**config.mk**
```make
export PLATFORM = sky130hd
export DESIGN_NAME = source_text_tokenizer_flat
export DESIGN_NICKNAME = d
export VERILOG_FILES = /design/src/stt_pkg.sv /design/src/stt_byte_if.sv /design/src/stt_token_if.sv /design/src/source_text_tokenizer.sv /design/src/stt_token_fifo.sv /design/src/flat_wrapper.sv
export SDC_FILE = /design/constraint.sdc
export NUM_CORES = 1
export LEC_CHECK = 0
export BUFFER_PORTS_ARGS = -buffer_cell sky130_fd_sc_hd__buf_2
export CORE_UTILIZATION = 48
export DETAILED_ROUTE_END_ITERATION = 8
export GPL_TIMING_DRIVEN = 0
export SYNTH_ARGS = -nofsm -noshare
export SYNTH_HDL_FRONTEND = slang
export SYNTH_SLANG_ARGS = --single-unit
```
**constraint.sdc**
```tcl
create_clock -name clk_i -period 7.74 [get_ports clk_i]
set_input_delay 0.774 -clock clk_i [delete_from_list [all_inputs] [get_ports clk_i]]
set_output_delay 0.774 -clock clk_i [all_outputs]
set_load 0.01 [all_outputs]
```
**src/stt_pkg.sv**
```systemverilog
// ----------------------------------------------------------------------------
// stt_pkg
// Shared types, token codes, character constants and lookup functions of the
// source text tokenizer.
// ----------------------------------------------------------------------------
package stt_pkg;

  localparam int OFFSET_BITS_DEF       = 20;
  localparam int ROW_BITS_DEF          = 16;
  localparam int COL_BITS_DEF          = 16;
  localparam int MAX_COMMENT_DEPTH_DEF = 15;

  // Widths of the result fields on the token channel.
  localparam int KIND_W = 5;
  localparam int OFF_W  = 20;
  localparam int ROW_W  = 16;
  localparam int COL_W  = 16;

  localparam int FIFO_DEPTH = 4;

  localparam logic [7:0] CH_TAB   = 8'h09;
  localparam logic [7:0] CH_NL    = 8'h0A;
  localparam logic [7:0] CH_SPACE = 8'h20;
  localparam logic [7:0] CH_QUOTE = 8'h22;
  localparam logic [7:0] CH_STAR  = 8'h2A;
  localparam logic [7:0] CH_SLASH = 8'h2F;
  localparam logic [7:0] CH_EQ    = 8'h3D;

  typedef enum logic [KIND_W-1:0] {
    TK_EOF, TK_LPAREN, TK_RPAREN, TK_LBRACE, TK_RBRACE, TK_PLUS, TK_MINUS,
    TK_STAR, TK_SEMI, TK_SLASH, TK_GT, TK_GE, TK_LT, TK_LE, TK_NOT, TK_NE,
    TK_ASSIGN, TK_EQ, TK_COLON, TK_DEFINE, TK_STRING, TK_INT, TK_IDENT,
    TK_TRUE, TK_FALSE, TK_AND, TK_OR, TK_PRINT, TK_ELSE, TK_IF, TK_BAD_STRING
  } tok_kind_e;

  typedef enum logic [2:0] {
    MODE_IDLE, MODE_SLASH, MODE_OP2, MODE_STRING, MODE_INT, MODE_IDENT,
    MODE_LINE, MODE_BLOCK
  } scan_mode_e;

  typedef enum logic [2:0] {
    KW_NONE, KW_TRUE, KW_FALSE, KW_AND, KW_OR, KW_PRINT, KW_ELSE, KW_IF
  } kw_sel_e;

  typedef struct packed {
    tok_kind_e          kind;
    logic [OFF_W-1:0]   start_offset;
    logic [OFF_W-1:0]   token_length;
    logic [ROW_W-1:0]   start_row;
    logic [COL_W-1:0]   start_col;
    logic [ROW_W-1:0]   end_row;
    logic [COL_W-1:0]   end_col;
    logic               last_of_run;
  } token_t;

  typedef struct packed {
    logic [1:0] count;
    token_t     first;
    token_t     second;
  } tok_push_t;

  function automatic logic is_digit(logic [7:0] b);
    return b inside {[8'h30:8'h39]};
  endfunction

  function automatic logic is_word(logic [7:0] b);
    return b inside {[8'h30:8'h39], [8'h41:8'h5A], [8'h61:8'h7A], 8'h5F};
  endfunction

  function automatic logic is_space(logic [7:0] b);
    return b inside {CH_SPACE, CH_TAB, CH_NL};
  endfunction

  function automatic tok_kind_e single_op_kind(logic [7:0] b);
    tok_kind_e k;
    case (b)
      8'h28:   k = TK_LPAREN;
      8'h29:   k = TK_RPAREN;
      8'h7B:   k = TK_LBRACE;
      8'h7D:   k = TK_RBRACE;
      8'h2B:   k = TK_PLUS;
      8'h2D:   k = TK_MINUS;
      8'h2A:   k = TK_STAR;
      8'h3B:   k = TK_SEMI;
      default: k = TK_EOF;
    endcase
    return k;
  endfunction

  function automatic tok_kind_e pair_op_kind(logic [7:0] b);
    tok_kind_e k;
    case (b)
      8'h3E:   k = TK_GT;
      8'h3C:   k = TK_LT;
      8'h21:   k = TK_NOT;
      8'h3D:   k = TK_ASSIGN;
      8'h3A:   k = TK_COLON;
      default: k = TK_EOF;
    endcase
    return k;
  endfunction

  function automatic tok_kind_e pair_eq_kind(logic [7:0] b);
    tok_kind_e k;
    case (b)
      8'h3E:   k = TK_GE;
      8'h3C:   k = TK_LE;
      8'h21:   k = TK_NE;
      8'h3D:   k = TK_EQ;
      8'h3A:   k = TK_DEFINE;
      default: k = TK_EOF;
    endcase
    return k;
  endfunction

  function automatic kw_sel_e kw_first(logic [7:0] b);
    kw_sel_e c;
    case (b)
      8'h74:   c = KW_TRUE;
      8'h66:   c = KW_FALSE;
      8'h61:   c = KW_AND;
      8'h6F:   c = KW_OR;
      8'h70:   c = KW_PRINT;
      8'h65:   c = KW_ELSE;
      8'h69:   c = KW_IF;
      default: c = KW_NONE;
    endcase
    return c;
  endfunction

  // Number of keyword bytes after the first one.
  function automatic logic [2:0] kw_rest_len(kw_sel_e c);
    logic [2:0] n;
    case (c)
      KW_TRUE:  n = 3'd3;
      KW_FALSE: n = 3'd4;
      KW_AND:   n = 3'd2;
      KW_OR:    n = 3'd1;
      KW_PRINT: n = 3'd4;
      KW_ELSE:  n = 3'd3;
      KW_IF:    n = 3'd1;
      default:  n = 3'd0;
    endcase
    return n;
  endfunction

  // Byte at position idx of the keyword tail, left-justified in a word.
  function automatic logic [7:0] kw_rest_char(kw_sel_e c, logic [1:0] idx);
    logic [31:0] w;
    case (c)
      KW_TRUE:  w = {"rue", 8'h00};
      KW_FALSE: w = "alse";
      KW_AND:   w = {"nd", 16'h0000};
      KW_OR:    w = {"r", 24'h000000};
      KW_PRINT: w = "rint";
      KW_ELSE:  w = {"lse", 8'h00};
      KW_IF:    w = {"f", 24'h000000};
      default:  w = 32'h0;
    endcase
    return w[31 - 8*idx -: 8];
  endfunction

  function automatic tok_kind_e kw_kind(kw_sel_e c);
    tok_kind_e k;
    case (c)
      KW_TRUE:  k = TK_TRUE;
      KW_FALSE: k = TK_FALSE;
      KW_AND:   k = TK_AND;
      KW_OR:    k = TK_OR;
      KW_PRINT: k = TK_PRINT;
      KW_ELSE:  k = TK_ELSE;
      KW_IF:    k = TK_IF;
      default:  k = TK_IDENT;
    endcase
    return k;
  endfunction

endpackage

```
**src/stt_byte_if.sv**
```systemverilog
// ----------------------------------------------------------------------------
// stt_byte_if
// Valid/ready channel that carries one source text byte per transfer.
// ----------------------------------------------------------------------------
interface stt_byte_if;
  logic       valid;
  logic       ready;
  logic [7:0] text_byte;
  logic       end_of_text;

  modport source (output valid, output text_byte, output end_of_text, input ready);
  modport sink   (input valid, input text_byte, input end_of_text, output ready);
endinterface

```
**src/stt_token_if.sv**
```systemverilog
// ----------------------------------------------------------------------------
// stt_token_if
// Valid/ready channel that carries one token per transfer.
// ----------------------------------------------------------------------------
interface stt_token_if;
  logic                       valid;
  logic                       ready;
  logic [stt_pkg::KIND_W-1:0] token_kind;
  logic [stt_pkg::OFF_W-1:0]  start_offset;
  logic [stt_pkg::OFF_W-1:0]  token_length;
  logic [stt_pkg::ROW_W-1:0]  start_row;
  logic [stt_pkg::COL_W-1:0]  start_col;
  logic [stt_pkg::ROW_W-1:0]  end_row;
  logic [stt_pkg::COL_W-1:0]  end_col;
  logic                       last_of_run;

  modport source (
    output valid, output token_kind, output start_offset, output token_length,
    output start_row, output start_col, output end_row, output end_col,
    output last_of_run, input ready
  );
  modport sink (
    input valid, input token_kind, input start_offset, input token_length,
    input start_row, input start_col, input end_row, input end_col,
    input last_of_run, output ready
  );
endinterface

```
**src/source_text_tokenizer.sv**
```systemverilog
// ----------------------------------------------------------------------------
// source_text_tokenizer
// Streaming lexer: one source byte in per transfer, tokens out as they close.
// ----------------------------------------------------------------------------
// The block takes one text byte per cycle and updates its scanner state in
// the same cycle; each byte yields zero, one or two tokens, which enter a
// four-entry token queue and appear on the token channel from the next cycle
// on, one token per cycle with the channel ready. A byte is taken whenever
// the queue has room for two tokens, so with the channel ready the sustained
// rate is one byte per cycle; it drops only when bytes produce tokens faster
// than one per cycle, which the single read port of the token queue sets.
module source_text_tokenizer #(
  parameter int OFFSET_BITS       = stt_pkg::OFFSET_BITS_DEF,
  parameter int ROW_BITS          = stt_pkg::ROW_BITS_DEF,
  parameter int COL_BITS          = stt_pkg::COL_BITS_DEF,
  parameter int MAX_COMMENT_DEPTH = stt_pkg::MAX_COMMENT_DEPTH_DEF
) (
  input  logic        clk_i,
  input  logic        rst_ni,
  stt_byte_if.sink    text_i,
  stt_token_if.source token_o
);

  localparam int DEPTH_W = $clog2(MAX_COMMENT_DEPTH + 1);

  localparam logic [stt_pkg::OFF_W-1:0] OFF_MAX = '1;
  localparam logic [stt_pkg::ROW_W-1:0] ROW_MAX = '1;
  localparam logic [stt_pkg::COL_W-1:0] COL_MAX = '1;

  stt_pkg::scan_mode_e    mode_q, mode_d;
  logic [7:0]             pfb_q, pfb_d;
  stt_pkg::kw_sel_e       kc_q, kc_d;
  logic                   km_q, km_d;
  logic [DEPTH_W-1:0]     depth_q, depth_d;
  logic [OFFSET_BITS-1:0] bo_q, bo_d, tso_q, tso_d;
  logic [ROW_BITS-1:0]    row_q, row_d, tsr_q, tsr_d;
  logic [COL_BITS-1:0]    col_q, col_d, tsc_q, tsc_d;

  logic                   accept, room;
  logic [7:0]             b;
  logic                   eot;

  logic [OFFSET_BITS-1:0] bo_c, tok_len;
  logic [ROW_BITS-1:0]    row_c;
  logic [COL_BITS-1:0]    col_c;

  stt_pkg::scan_mode_e    fr_mode;
  logic [7:0]             fr_pfb;
  stt_pkg::kw_sel_e       fr_kc;
  stt_pkg::tok_kind_e     fr_single, ident_kind;
  logic                   kw_step_ok;

  logic                   close_v, post_v, new_v;
  stt_pkg::tok_kind_e     close_kind, post_kind, new_kind;
  stt_pkg::token_t        close_tok, post_tok, new_tok;
  stt_pkg::tok_push_t     push;

  function automatic logic [stt_pkg::OFF_W-1:0] cap_off(logic [OFFSET_BITS-1:0] v);
    logic [31:0] e;
    e = 32'(v);
    return (e > 32'(OFF_MAX)) ? OFF_MAX : e[stt_pkg::OFF_W-1:0];
  endfunction

  function automatic logic [stt_pkg::ROW_W-1:0] cap_row(logic [ROW_BITS-1:0] v);
    logic [31:0] e;
    e = 32'(v);
    return (e > 32'(ROW_MAX)) ? ROW_MAX : e[stt_pkg::ROW_W-1:0];
  endfunction

  function automatic logic [stt_pkg::COL_W-1:0] cap_col(logic [COL_BITS-1:0] v);
    logic [31:0] e;
    e = 32'(v);
    return (e > 32'(COL_MAX)) ? COL_MAX : e[stt_pkg::COL_W-1:0];
  endfunction

  function automatic stt_pkg::token_t make_token(
    stt_pkg::tok_kind_e k,
    logic [OFFSET_BITS-1:0] s_off, logic [OFFSET_BITS-1:0] e_off,
    logic [ROW_BITS-1:0] s_row, logic [COL_BITS-1:0] s_col,
    logic [ROW_BITS-1:0] e_row, logic [COL_BITS-1:0] e_col,
    logic last
  );
    stt_pkg::token_t t;
    t.kind         = k;
    t.start_offset = cap_off(s_off);
    t.token_length = cap_off(e_off - s_off);
    t.start_row    = cap_row(s_row);
    t.start_col    = cap_col(s_col);
    t.end_row      = cap_row(e_row);
    t.end_col      = cap_col(e_col);
    t.last_of_run  = last;
    return t;
  endfunction

  assign b           = text_i.text_byte;
  assign eot         = text_i.end_of_text;
  assign text_i.ready = room;
  assign accept      = text_i.valid && room;

  // Position after consuming the incoming byte; all counters saturate.
  always_comb begin
    bo_c    = (bo_q == '1) ? bo_q : bo_q + OFFSET_BITS'(1);
    tok_len = bo_q - tso_q;
    if (b == stt_pkg::CH_NL) begin
      row_c = (row_q == '1) ? row_q : row_q + ROW_BITS'(1);
      col_c = COL_BITS'(1);
    end else begin
      row_c = row_q;
      col_c = (col_q == '1) ? col_q : col_q + COL_BITS'(1);
    end
  end

  // Classification of a byte that starts a new token.
  always_comb begin
    fr_single = stt_pkg::single_op_kind(b);
    fr_pfb    = 8'h00;
    fr_kc     = stt_pkg::KW_NONE;
    if (stt_pkg::is_space(b) || fr_single != stt_pkg::TK_EOF) begin
      fr_mode = stt_pkg::MODE_IDLE;
    end else if (b == stt_pkg::CH_SLASH) begin
      fr_mode = stt_pkg::MODE_SLASH;
    end else if (stt_pkg::pair_op_kind(b) != stt_pkg::TK_EOF) begin
      fr_mode = stt_pkg::MODE_OP2;
      fr_pfb  = b;
    end else if (b == stt_pkg::CH_QUOTE) begin
      fr_mode = stt_pkg::MODE_STRING;
    end else if (stt_pkg::is_digit(b)) begin
      fr_mode = stt_pkg::MODE_INT;
    end else begin
      fr_mode = stt_pkg::MODE_IDENT;
      fr_kc   = stt_pkg::kw_first(b);
    end
  end

  // Keyword tracking for identifiers.
  always_comb begin
    if (kc_q != stt_pkg::KW_NONE && km_q &&
        tok_len == OFFSET_BITS'(stt_pkg::kw_rest_len(kc_q)) + OFFSET_BITS'(1)) begin
      ident_kind = stt_pkg::kw_kind(kc_q);
    end else begin
      ident_kind = stt_pkg::TK_IDENT;
    end
    kw_step_ok = (tok_len != '0) &&
                 (tok_len <= OFFSET_BITS'(stt_pkg::kw_rest_len(kc_q))) &&
                 (b == stt_pkg::kw_rest_char(kc_q, 2'(tok_len - OFFSET_BITS'(1))));
  end

  // Next state.
  always_comb begin
    logic do_fresh;
    logic do_consume;
    do_fresh   = 1'b0;
    do_consume = 1'b0;
    mode_d  = mode_q;
    pfb_d   = pfb_q;
    kc_d    = kc_q;
    km_d    = km_q;
    depth_d = depth_q;
    bo_d    = bo_q;
    tso_d   = tso_q;
    row_d   = row_q;
    tsr_d   = tsr_q;
    col_d   = col_q;
    tsc_d   = tsc_q;
    if (accept && eot) begin
      mode_d  = stt_pkg::MODE_IDLE;
      pfb_d   = 8'h00;
      kc_d    = stt_pkg::KW_NONE;
      km_d    = 1'b0;
      depth_d = '0;
      bo_d    = '0;
      tso_d   = '0;
      row_d   = ROW_BITS'(1);
      tsr_d   = ROW_BITS'(1);
      col_d   = '0;
      tsc_d   = '0;
    end else if (accept) begin
      case (mode_q)
        stt_pkg::MODE_SLASH: begin
          if (b == stt_pkg::CH_SLASH) begin
            do_consume = 1'b1;
            mode_d     = stt_pkg::MODE_LINE;
          end else if (b == stt_pkg::CH_STAR) begin
            do_consume = 1'b1;
            mode_d     = stt_pkg::MODE_BLOCK;
            depth_d    = DEPTH_W'(1);
            pfb_d      = 8'h00;
          end else begin
            do_fresh = 1'b1;
          end
        end
        stt_pkg::MODE_OP2: begin
          if (b == stt_pkg::CH_EQ) begin
            do_consume = 1'b1;
            pfb_d      = 8'h00;
            mode_d     = stt_pkg::MODE_IDLE;
          end else begin
            do_fresh = 1'b1;
          end
        end
        stt_pkg::MODE_STRING: begin
          do_consume = 1'b1;
          if (b == stt_pkg::CH_QUOTE) begin
            mode_d = stt_pkg::MODE_IDLE;
          end
        end
        stt_pkg::MODE_INT: begin
          if (stt_pkg::is_digit(b)) begin
            do_consume = 1'b1;
          end else begin
            do_fresh = 1'b1;
          end
        end
        stt_pkg::MODE_IDENT: begin
          if (stt_pkg::is_word(b)) begin
            do_consume = 1'b1;
            if (km_q && !kw_step_ok) begin
              km_d = 1'b0;
            end
          end else begin
            do_fresh = 1'b1;
          end
        end
        stt_pkg::MODE_LINE: begin
          do_consume = 1'b1;
          if (b == stt_pkg::CH_NL) begin
            mode_d = stt_pkg::MODE_IDLE;
          end
        end
        stt_pkg::MODE_BLOCK: begin
          do_consume = 1'b1;
          if (pfb_q == stt_pkg::CH_SLASH && b == stt_pkg::CH_STAR) begin
            if (depth_q < DEPTH_W'(MAX_COMMENT_DEPTH)) begin
              depth_d = depth_q + DEPTH_W'(1);
            end
            pfb_d = 8'h00;
          end else if (pfb_q == stt_pkg::CH_STAR && b == stt_pkg::CH_SLASH) begin
            pfb_d = 8'h00;
            if (depth_q <= DEPTH_W'(1)) begin
              depth_d = '0;
              mode_d  = stt_pkg::MODE_IDLE;
            end else begin
              depth_d = depth_q - DEPTH_W'(1);
            end
          end else if (b == stt_pkg::CH_SLASH || b == stt_pkg::CH_STAR) begin
            pfb_d = b;
          end else begin
            pfb_d = 8'h00;
          end
        end
        default: begin
          do_fresh = 1'b1;
        end
      endcase
      if (do_fresh) begin
        tso_d  = bo_q;
        tsr_d  = row_q;
        tsc_d  = col_q;
        mode_d = fr_mode;
        pfb_d  = fr_pfb;
        kc_d   = fr_kc;
        km_d   = fr_kc != stt_pkg::KW_NONE;
      end
      if (do_fresh || do_consume) begin
        bo_d  = bo_c;
        row_d = row_c;
        col_d = col_c;
      end
    end
  end

  // Tokens produced by the incoming byte.
  always_comb begin
    close_v    = 1'b0;
    post_v     = 1'b0;
    new_v      = 1'b0;
    close_kind = stt_pkg::TK_EOF;
    post_kind  = stt_pkg::TK_EOF;
    new_kind   = stt_pkg::TK_EOF;
    case (mode_q)
      stt_pkg::MODE_SLASH:  close_kind = stt_pkg::TK_SLASH;
      stt_pkg::MODE_OP2:    close_kind = stt_pkg::pair_op_kind(pfb_q);
      stt_pkg::MODE_STRING: close_kind = stt_pkg::TK_BAD_STRING;
      stt_pkg::MODE_INT:    close_kind = stt_pkg::TK_INT;
      stt_pkg::MODE_IDENT:  close_kind = ident_kind;
      default:              close_kind = stt_pkg::TK_EOF;
    endcase
    if (eot) begin
      close_v = mode_q == stt_pkg::MODE_SLASH || mode_q == stt_pkg::MODE_OP2 ||
                mode_q == stt_pkg::MODE_STRING || mode_q == stt_pkg::MODE_INT ||
                mode_q == stt_pkg::MODE_IDENT;
      new_v   = 1'b1;
    end else begin
      case (mode_q)
        stt_pkg::MODE_SLASH:
          close_v = b != stt_pkg::CH_SLASH && b != stt_pkg::CH_STAR;
        stt_pkg::MODE_OP2: begin
          close_v   = b != stt_pkg::CH_EQ;
          post_v    = b == stt_pkg::CH_EQ;
          post_kind = stt_pkg::pair_eq_kind(pfb_q);
        end
        stt_pkg::MODE_STRING: begin
          post_v    = b == stt_pkg::CH_QUOTE;
          post_kind = stt_pkg::TK_STRING;
        end
        stt_pkg::MODE_INT:   close_v = !stt_pkg::is_digit(b);
        stt_pkg::MODE_IDENT: close_v = !stt_pkg::is_word(b);
        default:             close_v = 1'b0;
      endcase
      // A fresh scan follows a closed token, and starts from idle directly.
      if (close_v || mode_q == stt_pkg::MODE_IDLE) begin
        new_v    = fr_single != stt_pkg::TK_EOF;
        new_kind = fr_single;
      end
    end

    close_tok = make_token(close_kind, tso_q, bo_q, tsr_q, tsc_q, row_q, col_q, !new_v);
    post_tok  = make_token(post_kind, tso_q, bo_c, tsr_q, tsc_q, row_c, col_c, 1'b1);
    new_tok   = make_token(new_kind, bo_q, eot ? bo_q : bo_c, row_q, col_q,
                           eot ? row_q : row_c, eot ? col_q : col_c, 1'b1);

    push.second = new_tok;
    if (close_v) begin
      push.first = close_tok;
    end else if (post_v) begin
      push.first = post_tok;
    end else begin
      push.first = new_tok;
    end
    push.count = accept ? (2'(close_v) + 2'(post_v) + 2'(new_v)) : 2'd0;
  end

  always_ff @(posedge clk_i or negedge rst_ni) begin
    if (!rst_ni) begin
      mode_q  <= stt_pkg::MODE_IDLE;
      pfb_q   <= 8'h00;
      kc_q    <= stt_pkg::KW_NONE;
      km_q    <= 1'b0;
      depth_q <= '0;
      bo_q    <= '0;
      tso_q   <= '0;
      row_q   <= ROW_BITS'(1);
      tsr_q   <= ROW_BITS'(1);
      col_q   <= '0;
      tsc_q   <= '0;
    end else begin
      mode_q  <= mode_d;
      pfb_q   <= pfb_d;
      kc_q    <= kc_d;
      km_q    <= km_d;
      depth_q <= depth_d;
      bo_q    <= bo_d;
      tso_q   <= tso_d;
      row_q   <= row_d;
      tsr_q   <= tsr_d;
      col_q   <= col_d;
      tsc_q   <= tsc_d;
    end
  end

  stt_token_fifo u_fifo (
    .clk_i   (clk_i),
    .rst_ni  (rst_ni),
    .push_i  (push),
    .room_o  (room),
    .token_o (token_o)
  );

  a_depth_block: assert property (@(posedge clk_i) disable iff (!rst_ni)
    (mode_q == stt_pkg::MODE_BLOCK) |-> (depth_q != '0))
    else $error("block comment open with zero depth");

  a_depth_idle: assert property (@(posedge clk_i) disable iff (!rst_ni)
    (mode_q != stt_pkg::MODE_BLOCK) |-> (depth_q == '0))
    else $error("comment depth left over outside block comment");

  a_pfb_mode: assert property (@(posedge clk_i) disable iff (!rst_ni)
    (pfb_q != 8'h00) |-> (mode_q == stt_pkg::MODE_OP2 || mode_q == stt_pkg::MODE_BLOCK))
    else $error("pending byte held outside operator or comment scan");

  a_start_order: assert property (@(posedge clk_i) disable iff (!rst_ni)
    tso_q <= bo_q)
    else $error("token start beyond current offset");

endmodule

```
**src/stt_token_fifo.sv**
```systemverilog
// ----------------------------------------------------------------------------
// stt_token_fifo
// Small token queue: takes up to two tokens per cycle, hands out one while ready.
// ----------------------------------------------------------------------------
module stt_token_fifo (
  input  logic               clk_i,
  input  logic               rst_ni,
  input  stt_pkg::tok_push_t push_i,
  output logic               room_o,
  stt_token_if.source        token_o
);

  localparam int PTR_W = $clog2(stt_pkg::FIFO_DEPTH);
  localparam int CNT_W = $clog2(stt_pkg::FIFO_DEPTH + 1);

  stt_pkg::token_t  mem_q [stt_pkg::FIFO_DEPTH];
  logic [PTR_W-1:0] wr_q, wr_d, rd_q, rd_d;
  logic [CNT_W-1:0] cnt_q, cnt_d;
  logic             pop;
  stt_pkg::token_t  head;

  assign pop    = token_o.valid && token_o.ready;
  assign room_o = cnt_q <= CNT_W'(stt_pkg::FIFO_DEPTH - 2);

  always_comb begin
    wr_d  = wr_q + PTR_W'(push_i.count);
    rd_d  = rd_q + PTR_W'(pop);
    cnt_d = cnt_q + CNT_W'(push_i.count) - CNT_W'(pop);
  end

  always_ff @(posedge clk_i or negedge rst_ni) begin
    if (!rst_ni) begin
      wr_q  <= '0;
      rd_q  <= '0;
      cnt_q <= '0;
    end else begin
      wr_q  <= wr_d;
      rd_q  <= rd_d;
      cnt_q <= cnt_d;
    end
  end

  always_ff @(posedge clk_i) begin
    if (push_i.count != 2'd0) begin
      mem_q[wr_q] <= push_i.first;
    end
    if (push_i.count == 2'd2) begin
      mem_q[PTR_W'(wr_q + 1'b1)] <= push_i.second;
    end
  end

  assign head                 = mem_q[rd_q];
  assign token_o.valid        = cnt_q != '0;
  assign token_o.token_kind   = head.kind;
  assign token_o.start_offset = head.start_offset;
  assign token_o.token_length = head.token_length;
  assign token_o.start_row    = head.start_row;
  assign token_o.start_col    = head.start_col;
  assign token_o.end_row      = head.end_row;
  assign token_o.end_col      = head.end_col;
  assign token_o.last_of_run  = head.last_of_run;

  a_cnt_bound: assert property (@(posedge clk_i) disable iff (!rst_ni)
    cnt_q <= CNT_W'(stt_pkg::FIFO_DEPTH))
    else $error("token queue count out of range");

  a_push_room: assert property (@(posedge clk_i) disable iff (!rst_ni)
    (push_i.count != 2'd0) |-> room_o)
    else $error("token pushed without room");

  a_pair_last: assert property (@(posedge clk_i) disable iff (!rst_ni)
    (push_i.count == 2'd2) |-> (push_i.second.last_of_run && !push_i.first.last_of_run))
    else $error("last_of_run misplaced in token pair");

endmodule
```
**src/flat_wrapper.sv**
```systemverilog
// flat-port wrapper written by rule: the top's interface ports become plain ports
module source_text_tokenizer_flat 
#(
  parameter int OFFSET_BITS       = stt_pkg::OFFSET_BITS_DEF,
  parameter int ROW_BITS          = stt_pkg::ROW_BITS_DEF,
  parameter int COL_BITS          = stt_pkg::COL_BITS_DEF,
  parameter int MAX_COMMENT_DEPTH = stt_pkg::MAX_COMMENT_DEPTH_DEF
)
  (clk_i, rst_ni, text_i_valid, text_i_text_byte, text_i_end_of_text, text_i_ready, token_o_valid, token_o_token_kind, token_o_start_offset, token_o_token_length, token_o_start_row, token_o_start_col, token_o_end_row, token_o_end_col, token_o_last_of_run, token_o_ready);
  stt_byte_if text_i_i ();
  stt_token_if token_o_i ();
  input  logic clk_i;
  input  logic rst_ni;
  input wire logic [$bits(text_i_i.valid)-1:0] text_i_valid;
  input wire logic [$bits(text_i_i.text_byte)-1:0] text_i_text_byte;
  input wire logic [$bits(text_i_i.end_of_text)-1:0] text_i_end_of_text;
  output wire logic [$bits(text_i_i.ready)-1:0] text_i_ready;
  output wire logic [$bits(token_o_i.valid)-1:0] token_o_valid;
  output wire logic [$bits(token_o_i.token_kind)-1:0] token_o_token_kind;
  output wire logic [$bits(token_o_i.start_offset)-1:0] token_o_start_offset;
  output wire logic [$bits(token_o_i.token_length)-1:0] token_o_token_length;
  output wire logic [$bits(token_o_i.start_row)-1:0] token_o_start_row;
  output wire logic [$bits(token_o_i.start_col)-1:0] token_o_start_col;
  output wire logic [$bits(token_o_i.end_row)-1:0] token_o_end_row;
  output wire logic [$bits(token_o_i.end_col)-1:0] token_o_end_col;
  output wire logic [$bits(token_o_i.last_of_run)-1:0] token_o_last_of_run;
  input wire logic [$bits(token_o_i.ready)-1:0] token_o_ready;
  assign text_i_i.valid = text_i_valid;
  assign text_i_i.text_byte = text_i_text_byte;
  assign text_i_i.end_of_text = text_i_end_of_text;
  assign text_i_ready = text_i_i.ready;
  assign token_o_valid = token_o_i.valid;
  assign token_o_token_kind = token_o_i.token_kind;
  assign token_o_start_offset = token_o_i.start_offset;
  assign token_o_token_length = token_o_i.token_length;
  assign token_o_start_row = token_o_i.start_row;
  assign token_o_start_col = token_o_i.start_col;
  assign token_o_end_row = token_o_i.end_row;
  assign token_o_end_col = token_o_i.end_col;
  assign token_o_last_of_run = token_o_i.last_of_run;
  assign token_o_i.ready = token_o_ready;
  source_text_tokenizer #(.OFFSET_BITS(OFFSET_BITS), .ROW_BITS(ROW_BITS), .COL_BITS(COL_BITS), .MAX_COMMENT_DEPTH(MAX_COMMENT_DEPTH)) u_core (.clk_i(clk_i), .rst_ni(rst_ni), .text_i(text_i_i), .token_o(token_o_i));
endmodule
```
==> run summary <==
Aggregate global-route resource usage -> 32.98%
DR vias/cell -> 6.641
CTS root buf -> clkbuf_16
Least-Margin Pin Slew -> 1.545 ns
Final min period -> 7.517 ns
WS Path Type -> input port to register
Fin util -> 54.79%
Gate power share -> 53.8%
DR DRC count -> 0
Sw Pwr -> 7.404 mW
Synthesized net count -> 3138
CORE AREA -> 67400 um2
I/O Buffers -> 119
Vias in the first global route -> 26560
Post-synth top area cell -> edfxtp_1
Routed len/inst -> 27.82 um
Power per cell area -> 435.1 nW/um2
Total vias in the final route -> 27660
Clk pwr share -> 19.9%
Max cap viols -> 1
Final Skew -> 0.03177 ns
CP Data Required Time -> 8.16 ns
Switching Share -> 46.08%
Synth cell types -> 88
Num Clock Sinks -> 570
CP Max Fanout -> 10
Post-DP HPWL -> 82990 um
Total grt overflow -> 0
Worst Hold Class -> input port to asynchronous set/reset pin
RSZ-0062 raised after global routing -> no
Post_cts resized -> 0
Most frequent cell after synthesis -> edfxtp_1
Post-Syn Area -> 32780 um2
Pin count of the biggest net entering global routing -> 71
CP Launch Type -> input port
TritonCTS clock tree -> done
Ys async rst share -> 22.81%
Top FF cell, synth -> edfxtp_1
Avg Cell Area, Syn -> 10.79 um2
FMAX -> 133.0 MHz
CP arrival -> 7.94 ns
First drt pass iteration count -> 6
Layout cell share with drive strength beyond 1 -> 12.28%
Sequential share of power -> 26.3%
Sequential area share after synthesis -> 49.99%
Total Neg Setup Slack -> 0 ns
Seq cells post-synth -> 570
Synth area leaders -> edfxtp_1, dfrtp_1, mux4_2
Antenna violations before repair -> 1
Sequential cell area -> 16390 um2
Area share of the largest cell type after synthesis -> 39.57%
Status -> finished, violations left
P_int -> 8.663 mW
Crit end category -> register
Placer Congestion -> 0.9480
Top-Level Pins -> 125
Die area -> 69350 um2
Starting Density -> 48.64%
Die Ht -> 263.3 um
Yosys warns -> 0
Final setup fails -> 0
WL final -> 115900 um
Clock-pin transition on the worst setup and hold timing paths -> 0.06 ns
CTS Hold Buffers Added -> 0
Most instantiated cells after synthesis -> edfxtp_1, nand2_1, o21ai_0
Fin crit share -> 97.12%
Cell count after synthesis -> 3039
Post-synth EDFFs -> 432
Final Hold Vio Count -> 0
Post-CTS setup buffer count -> 0
Clock buffer depth -> 3
Peak VDD IR -> 0.2512 mV
Detail Route Antenna Nets -> 0
Std-Cell Rows -> 95
Final net count -> 3335
First-pass GRT wire length -> 170500 um
Num CTS Buffers -> 66
Total power -> 16.07 mW
Failing checks -> max-capacitance violations, max-slew violations
Area grow syn2layout -> 12.65%
Filler cells -> 5959
Leak Pwr -> 12.99 nW
Die Wd -> 263.3 um
Multi-input gate area -> 15130 um2
H-tree levels -> 3
Clock latency at the later pin of the worst-skew pair -> 0.63 ns
Slew Limit Fails -> 6
Max_slew headroom -> -3.653%
Drt first-iter violations -> 3370
==> sequential cells by signal (all words and copies together), names as in the netlist, 3 cells and up <==
signal and cells:
u_core.tso_q 20, u_core.bo_q 20, u_core.tsr_q 16, u_core.u_fifo.cnt_q 3, u_core.col_q 16, u_core.pfb_q 8, u_core.kc_q 3, u_core.depth_q 4
u_core.mode_q 3, u_core.u_fifo.mem_q 440, u_core.row_q 16, u_core.tsc_q 16
==> layout make-up <==
class	count	share of cell area [%]
diodes	3	0.02033
multi-input cells	2128	40.96
flip-flops and latches	570	44.38
clock buffers	92	5.011
plain buffers	250	2.609
repair buffers	129	2.270
clock inverters	29	0.8572
well taps	873	2.958
inverters	91	0.9385
==> critical path: stages <==
cell,delay (ns)
buf_2,0.16
nor4b_4,0.48
nand4_1,0.33
a211oi_1,0.34
o31ai_2,0.19
a311oi_2,0.65
buf_2,0.40
buf_2,0.36
clkbuf_1,0.58
fa_1,0.61
nor2_1,0.25
inv_1,0.15
nand2_1,0.13
nand3_1,0.42
nor2_1,1.24
clkbuf_1,0.65
nand2_1,0.10
o21ai_0,0.12
==> per-stage QoR <==
stage                     hold WS [ns]  instances  worst slack (ns)  instance area, um2
after floorplan                 0.4308       3039            0.7791               32780
after global placement          0.4478       4031            -3.455               34470
after detailed placement        0.4640       4041          -0.08733               34750
after CTS                       0.1731       4162            0.5279               36920
after global routing            0.2036       4162           0.04555               36920
final                           0.1637       4165            0.2228               36930
==> path summary, 6_finish.rpt <==
kind | start | end | slack [ns] | cells past startpoint
worst max-delay path | text_i_text_byte[6] | u_core.u_fifo.mem_q[3][86] | 0.22 | 18
worst max register to register | u_core.mode_q[1] | u_core.u_fifo.mem_q[3][86] | 0.31 | 17
min in group clk_i | u_core.u_fifo.mem_q[1][109] | u_core.u_fifo.mem_q[1][109] | 0.47 | 2
worst min-delay path | rst_ni | u_core.tsc_q[4] | 0.16 | 1
worst min register to register | u_core.u_fifo.mem_q[1][109] | u_core.u_fifo.mem_q[1][109] | 0.47 | 2
max in group asynchronous | rst_ni | u_core.bo_q[5] | 6.67 | 2
==> power by group through the flow <==
| stage | Combinational [mW] | Clock [mW] | Sequential, mW |
|---|---|---|---|
| 2_1_floorplan | 5.38 | 0 | 4.22 |
| 3_3_place_gp | 8.27 | 0 | 4.35 |
| 3_5_place_dp | 8.43 | 0 | 4.28 |
| 4_1_cts | 8.46 | 3.22 | 4.22 |
| 5_1_grt | 9.15 | 3.33 | 4.28 |
| 6_report | 8.64 | 3.19 | 4.23 |
==> cell families after synthesis <==
logic type	Yosys count	synth area share, %
fa+ha+maj	86	3.397
simple gates	813	11.41
xor+xnor	87	2.324
flops	570	49.99
buf+inv	341	3.981
compound gates	1019	20.93
mux	123	7.969
==> cell usage in the layout, fill, tap and decap left out, drive strengths merged, types with 8 or more instances in the layout <==
cell type	synthesis	routed
a211oi	19	19
a21o	28	28
a21oi	147	147
a22o	227	227
a22oi	15	15
a311oi	15	15
a31oi	23	23
and2	15	15
and3	20	20
buf	47	176
clkbuf	203	295
clkinv	5	21
dfrtp	128	128
dfxtp	8	8
edfxtp	432	432
ha	81	81
inv	86	91
mux2i	9	9
mux4	110	110
nand2	330	330
nand2b	19	19
nand3	73	73
nand4	14	14
nor2	189	189
nor2b	21	21
nor3	58	58
nor3b	13	13
o211ai	8	8
o21a	20	20
o21ai	291	291
o22ai	113	113
o31ai	37	37
or3	21	21
xnor2	65	65
xor2	22	22
==> routing by layer <==
metal	wire, um	share of wire, %	track usage [%]	up-vias
met5	0	0	0	-
met4	5635	4.9	15.82	0
met3	10750	9.3	7.090	313
met2	53410	46	52.42	1510
met1	46070	40	43.06	13760
li1	-	-	-	12080
Power figures use the tool's default switching activity.
